==> src/rtl/core/mss_pkg.sv <==
package mss_pkg;

  typedef enum logic [1:0] {
    PH_LOAD,
    PH_STRIP,
    PH_KADANE,
    PH_EMIT
  } phase_e;

  localparam int unsigned CfgIdxW = 7;
  localparam logic [CfgIdxW-1:0] RegRowCount    = 7'd0;
  localparam logic [CfgIdxW-1:0] RegColumnCount = 7'd1;
  localparam int unsigned CfgDataW = 7;
  localparam int unsigned OutSumW  = 27;
  localparam int unsigned IdxOutW  = 6;

  typedef struct packed {
    logic clear;
    logic add;
    logic shift;
  } cell_ctrl_t;

endpackage

==> src/rtl/core/mss_cell.sv <==
module mss_cell #(
  parameter int unsigned SumW = 28
) (
  input  logic               clk_i,
  input  mss_pkg::cell_ctrl_t ctrl_i,
  input  logic signed [SumW-1:0] add_i,
  input  logic signed [SumW-1:0] shift_i,
  output logic signed [SumW-1:0] sum_o
);

  logic signed [SumW-1:0] sum_q, sum_d;

  always_comb begin
    sum_d = sum_q;
    if (ctrl_i.clear) begin
      sum_d = '0;
    end else if (ctrl_i.add) begin
      sum_d = sum_q + add_i;
    end else if (ctrl_i.shift) begin
      sum_d = shift_i;
    end
  end

  always_ff @(posedge clk_i) begin
    sum_q <= sum_d;
  end

  assign sum_o = sum_q;

endmodule

==> config.mk <==
export PLATFORM = sky130hd
export DESIGN_NAME = mss_cell
export DESIGN_NICKNAME = d
export VERILOG_FILES = /design/src/rtl/core/mss_pkg.sv /design/src/rtl/core/mss_cell.sv
export SDC_FILE = /design/constraint.sdc
export NUM_CORES = 1
export LEC_CHECK = 0
export BUFFER_PORTS_ARGS = -buffer_cell sky130_fd_sc_hd__buf_2
export CAP_MARGIN = 10
export CORE_MARGIN = 2
export CORE_UTILIZATION = 54
export CTS_CLUSTER_DIAMETER = 50
export DETAILED_ROUTE_END_ITERATION = 7
export HOLD_SLACK_MARGIN = 0.03
export PLACE_DENSITY = 0.84
export SYNTH_ARGS = -nofsm -noshare
export SYNTH_HDL_FRONTEND = slang
export SYNTH_SLANG_ARGS = --single-unit
==> constraint.sdc <==
create_clock -name clk_i -period 5.96 [get_ports clk_i]
set_input_delay 1.49 -clock clk_i [delete_from_list [all_inputs] [get_ports clk_i]]
set_output_delay 1.49 -clock clk_i [all_outputs]
set_load 0.05 [all_outputs]
### After elaboration in Yosys (flattened, before gate mapping)

Cells that the tools add are included.

| word-level totals | value |
|---|---|
| bits of input ports | 60 |
| output and inout port bits | 28 |
| register bits after elaboration | 28 |

| operators by class | value |
|---|---|
| reduce and logical (&&, ||, !) cells | 1 |
| mux-type cells | 2 |
| $add $sub $neg | 1 |

Operator list:

| operator | number |
|---|---|
| $mux 28 | 2 |
| $add 28x28->28 | 1 |
| $reduce_bool 2->1 | 1 |

### Longest topological paths before layout

Gate-level depths: netlist (run 1).

| logic depth | value |
|---|---|
| depth in word-level cells | 2 |
| gate-level depth with buffers | 10 |
| gate-level depth less buffers | 10 |

### Worst setup path before layout (run 1)

OpenSTA, ideal clock, no wires.

| timing path | value |
|---|---|
| path kind | input to register |
| start point | input add_i[0] |
| end point | register sum_q[24], in the netlist sum_o[24] |
| arrival time | 3.173 ns |
| buffers on the path | 0 |
| setup slack | 2.655 ns |
| required time | 5.828 ns |
| library setup time | 0.132 ns |
| cell stages on the path | 10 |
| path through | ha_1 > inv_1 > fa_1 > nor2b_1 > o2111ai_1 > nand3_1 > a21oi_2 > o41ai_2 > xnor2_1 > o22ai_1 |

| between the ends | value |
|---|---|
| cells in the longest elaborated chain, start to end | 2 |

RTL lines:

| element | RTL line | RTL |
|---|---|---|
| start: declaration | mss_cell.sv:6 | `input logic signed [SumW-1:0] add_i,` |
| $add 28x28->28 | mss_cell.sv:18 | `sum_d = sum_q + add_i;` |
| $mux 28 | mss_cell.sv:17 | `end else if (ctrl_i.add) begin` |
| end signal: assignment | mss_cell.sv:25 | `sum_q <= sum_d;` |
| end: declaration | mss_cell.sv:11 | `logic signed [SumW-1:0] sum_q, sum_d;` |

Every way passes these cells.
A chain may end at the register's enable or synchronous reset.

### Worst setup path in the final report (run 1)

| timing path | value |
|---|---|
| start point | input add_i[0] |
| end point | register sum_q[26], in the netlist sum_o[26] |

The elaborated chain is that of the path after synthesis.

==> results of run 1 <==
metal layers:
layer | global-route usage | share of wire
met4 | 0.0682 | 0.016
met5 | 0 | 0
met2 | 0.454 | 0.47
met3 | 0.0225 | 0.044
met1 | 0.332 | 0.47
cell families after synthesis:
| group | after synthesis | synth area share |
|---|---|---|
| AOI/OAI and AO/OA | 126 | 0.318 |
| and+or+nand+nor | 114 | 0.208 |
| adders and majority gates | 28 | 0.130 |
| DFF | 28 | 0.204 |
| buffers and inverters | 24 | 0.0341 |
| xor gates and xnor gates | 22 | 0.0700 |
| muxes | 10 | 0.0364 |
final cells by class:
type                    count  area [µm²]  area share
clock buffers               3        41.3      0.0127
inverters                   7        26.3     0.00810
multi-input cells         300        2100       0.646
flip-flops and latches     28         561       0.173
well taps                  67        83.8      0.0258
repair buffers             87         435       0.134
power breakdown:
part | internal [mW] | total [mW] | switching [mW] | leakage (nW)
logic | 0.175 | 0.491 | 0.316 | 1.25
registers | 0.214 | 0.234 | 0.0197 | 0.233
clock network | 0.0455 | 0.107 | 0.0611 | 0.0216
synth_stat cells (all sizes together) (2+ instances only):
cell type  instances  area share
a211o              3      0.0096
a211oi            37        0.10
a21o              10       0.027
a21oi             34       0.066
a31oi              6       0.016
buf                3      0.0055
clkbuf            14       0.019
dfxtp             28        0.20
ha                27        0.12
inv                7      0.0096
mux2i             10       0.036
nand2             35       0.050
nand2b             2      0.0045
nand3             10       0.020
nand4              3      0.0068
nor2              28       0.038
nor2b             22       0.050
nor3               4      0.0073
nor4               3       0.012
o21a               7       0.019
o21ai             14       0.025
o22ai              4      0.0091
o41ai              2       0.012
or2                2      0.0046
or3                2      0.0045
xnor2             12       0.038
xor2              10       0.032
through the flow:
stage | util | total power [mW] | area [µm²]
after floorplan | - | 0.615 | 2750
after global placement | 0.665 | 0.715 | 3200
after detailed placement | 0.665 | 0.722 | 3200
after global routing | 0.674 | 0.886 | 3240
after CTS | 0.674 | 0.832 | 3240
final | 0.674 | 0.832 | 3240
worst reg2reg max path: stages, from the launching register on:
cell,delay [ps]
dfxtp_1,360
ha_1,170
inv_1,50
fa_1,390
nor2b_1,170
o2111ai_1,170
a21oi_1,200
o21ai_1,120
a31oi_1,380
or3_1,180
nand3_1,70
final timing paths:
kind                     to  cells after the start
hold reg to reg   sum_o[20]                      2
setup / recovery  sum_o[26]                     11
setup reg to reg  sum_o[26]                     10
hold / removal    sum_o[20]                      2
==> results.cfg, run 1 <==
[logic_synthesis]
synth_area_mm2 = 0.00275
synth_seq_cells = 28
seq_area_frac_synth = 0.204
synth_cell_types = 48
synth.net_count = 440
synthCells = 352
synth_edf_count = 0
ys_warn_count = 0
async_reset_ff_frac = 0
ys.flop_type = dfxtp_1
synth_area_per_cell_um2 = 7.82

[route]
routed_via_density = 5.97
vias = 2938
wirelength_um = 7300
drcViolationCount = 0
ant_nets = 0
drt_pre_antenna_iters = 4
wire_per_inst_um = 14.8
drt-initial-drc-count = 132

[worst_setup_path]
timing.critical_path.slowest_cell_delay_ps = 390
crit_path_max_fanout = 4
cp.arrival_ps = 3450
r2r_start = sum_o[0]
crit_family = compound AO/OA/AOI/OAI gates
worst_setup_path_start_kind = input pin
r2r_setup_slack_ps = 3600
crit_chain = buf_2 -> ha_1 -> inv_1 -> fa_1 -> nor2b_1 -> o2111ai_1 -> a21oi_1 -> o21ai_1 -> a31oi_1 -> or3_1 -> nand3_1
worst_path_max_delay_cell = fa_1
critPathRequiredTime_ps = 6130
critPathCaptureType = flip-flop
path_class = input pin to flip-flop
crit_buf_inv = 2
crit_start = add_i[0]

[global_route]
antenna_found_initial = 0
grt.total_usage = 0.256
grt_pass1_vias = 2687
grt_pass1_wl_um = 11600
gr-total-overflow = 0
grt_start_max_net_pins = 49

[placed_design]
placedCellCount = 489
place.gp.congestion = 0.885
hpwl_um = 5750
dp_slack_ps = 2410
port_buffers = 87

[floorplan]
die-area_mm2 = 0.00568
num_io_pins = 88
core_area_mm2 = 0.00482
dieHeight_um = 75.4
rows = 25
start_util = 0.571
die_x_um = 75.4

[layout]
largest_reg_flops = 28
area_growth_pct = 17.9
layout.cells.most_common = buf_2
diodes = 0
drive_gt1_frac = 0.245
fin_nets = 515
final_cells = 492
final_cell_mix = 87 x buf_2, 36 x a211oi_1, 34 x nand2_1, 31 x a21oi_1
n_fill_cell = 436

[timing]
hold_viol = 0
fmax_ghz = 0.305
skew_ps = 3.48
setup_viol = 0
fin_setup_tns_ps = 0
rsz0062_at_grt = false
relSlewSlack = 0.418
maxSlewViolCount = 0
fin_ws_ps = 2680
whs_ps = 585
worst_slew_pin_slew_ps = 872
min_period_over_period = 0.550
min_period_ps = 3280

[clock_tree]
cts_made_buffers = 3
clkLatencyLatePin_ps = 280
cts_tree = built
cts_setup_buffers = 0
cts_hold_buf = 0
cts.clk_slew.worst_paths_ps = 100
cts.sinks = 28
cts_root_buf = clkbuf_8
clk_path_buf_depth = 2
cts.repair.resized = 0
cts-htree-levels = 1

[pwr]
power_density_mw_per_mm2 = 256
irDropWorstVdd_uv = 137
leakage_nw = 1.51

[run]
maxCapViolCount = 0

[run_status]
status = completed

[min_path]
min_from = sum_o[20]
min_path_type = flip-flop to flip-flop
Note: power is estimated with default switching activity, not from simulation.
==> run 2, diff against run 1 <==
--- a/config.mk
+++ b/config.mk
@@ -8,11 +8,11 @@
 export BUFFER_PORTS_ARGS = -buffer_cell sky130_fd_sc_hd__buf_2
 export CAP_MARGIN = 10
 export CORE_MARGIN = 2
-export CORE_UTILIZATION = 54
+export CORE_UTILIZATION = 47
 export CTS_CLUSTER_DIAMETER = 50
 export DETAILED_ROUTE_END_ITERATION = 7
 export HOLD_SLACK_MARGIN = 0.03
-export PLACE_DENSITY = 0.84
+export PLACE_DENSITY = 0.78
 export SYNTH_ARGS = -nofsm -noshare
 export SYNTH_HDL_FRONTEND = slang
 export SYNTH_SLANG_ARGS = --single-unit
==> constraint.sdc (replaced) <==
create_clock -name clk_i -period 3 [get_ports clk_i]
set_input_delay 0.75 -clock clk_i [delete_from_list [all_inputs] [get_ports clk_i]]
set_output_delay 0.75 -clock clk_i [all_outputs]
set_load 0.05 [all_outputs]
==> results.cfg, run 2 (synthesis results as in run 1) <==
[pwr]
power_density_mw_per_mm2 = 505
irDropWorstVdd_uv = 272
leakage_nw = 1.53
finalPower_mw = 1.66

[worst_setup_path]
crit_buf_inv = 2
r2r_start = sum_o[0]
crit_family = compound AO/OA/AOI/OAI gates
crit_path_max_fanout = 3
worst-path-stages = 11
r2r_setup_slack_ps = 620
crit_start = add_i[0]
timing.critical_path.slowest_cell_delay_ps = 400
timing.rr.end = sum_o[24]
r2r_cells = 10
worst_path_max_delay_cell = fa_1
path_class = input pin to flip-flop
critPathCaptureType = flip-flop
worst_setup_path_start_kind = input pin
cp.arrival_ps = 2710
critPathRequiredTime_ps = 3160
crit_chain = buf_2 -> ha_1 -> inv_1 -> fa_1 -> nor2b_1 -> o2111ai_1 -> nand3_1 -> a21oi_2 -> o41ai_2 -> xnor2_1 -> o22ai_1
crit_end = sum_o[24]

[timing]
worst_slew_pin_slew_ps = 508
skew_ps = 1.45
fmax_ghz = 0.391
setup_viol = 0
rsz0062_at_grt = false
maxSlewViolCount = 0
fin_setup_tns_ps = 0
min_period_ps = 2560
relSlewSlack = 0.662
hold_viol = 0
min_period_over_period = 0.852

[route]
vias = 2849
met1Wirelength_um = 3560
drt_pre_antenna_iters = 4
routed_via_density = 5.70
highest-signal-layer = met4
wl_met2_um = 3460
ant_nets = 0
drcViolationCount = 0
wire_per_inst_um = 15.0
wl_met3_um = 377
drt-initial-drc-count = 118
wirelength_um = 7480

[layout]
final_cell_mix = 87 x buf_2, 36 x a211oi_1, 34 x nand2_1, 31 x a21oi_1
fin_util = 0.589
layout.cells.most_common = buf_2
largest_reg_flops = 28
fin_nets = 518
final_cells = 500
drive_gt1_frac = 0.250
diodes = 0
area_growth_pct = 19.4

[floorplan]
die-area_mm2 = 0.00648
dieHeight_um = 80.5
start_util = 0.494
rows = 27
num_io_pins = 88
core_area_mm2 = 0.00557
die_x_um = 80.5

[placed_design]
placedCellCount = 497
hpwl_um = 5980
port_buffers = 87
place.gp.congestion = 0.956

[global_route]
grt_pass1_wl_um = 12000
grt.total_usage = 0.233
antenna_found_initial = 0
grt_pass1_vias = 2655
grt_start_max_net_pins = 36
gr-total-overflow = 0

[clock_tree]
clkLatencyLatePin_ps = 270
cts_root_buf = clkbuf_8
cts_hold_buf = 0
cts.clk_slew.worst_paths_ps = 100
cts.repair.resized = 0
cts-htree-levels = 1
cts_setup_buffers = 0
clk_path_buf_depth = 2
cts.sinks = 28
cts_made_buffers = 3
cts_tree = built

[min_path]
min_path_type = flip-flop to flip-flop
min_from = sum_o[25]

[run]
maxCapViolCount = 0

[run_status]
status = completed
run 2: changes by cell type in the layout (fill, tap and decap cells not counted):
cell and delta:
buf_12 +1, buf_4 +2
run 2: how the worst min path moves through the flow:
| stage | slack, ps | cells past startpoint | end |
|---|---|---|---|
| floorplan | 790 | 2 | sum_o[20] |
| global placement | 570 | 2 | sum_o[25] |
| detailed placement | 570 | 2 | sum_o[25] |
| CTS | 600 | 2 | sum_o[25] |
| global route | 650 | 2 | sum_o[25] |
| finish | 600 | 2 | sum_o[25] |
run 2: final cells by class:
type	instances	area [µm²]
fill	542	2290
multi-input combinational	300	2100
sequential	28	561
timing repair buffer	90	470
tap	72	90.1
clock buffer	3	41.3
inverter	7	26.3
run 2: through the flow:
step                      hold slack [ps]  cell area (µm²)  setup slack [ps]
final                                 600             3290               445
after global routing                  651             3290               237
after CTS                             602             3290               437
after detailed placement              575             3240               142
after global placement                571             3240               202
after floorplan                       789             2750               435
run 2: per-layer routing:
| layer | up-vias | global-route usage |
|---|---|---|
| li1 | 1455 | - |
| met1 | 1304 | 0.311 |
| met2 | 84 | 0.401 |
| met3 | 6 | 0.0202 |
| met4 | 0 | 0.0644 |
| met5 | - | 0 |
run 2: worst reg2reg max path, delay by kind of cell, from the launching register on:
| family | cells | cell delay [ps] |
|---|---|---|
| compound gates | 4 | 750 |
| flops | 1 | 360 |
| buf+inv | 1 | 60 |
| simple gates | 2 | 370 |
| xor+xnor | 1 | 160 |
| fa+ha+maj | 2 | 570 |
run 2: report_power, final:
part	internal (mW)	switching, mW
Combinational	0.353	0.625
Clock	0.0904	0.123
Sequential	0.426	0.0415
Total	0.868	0.790
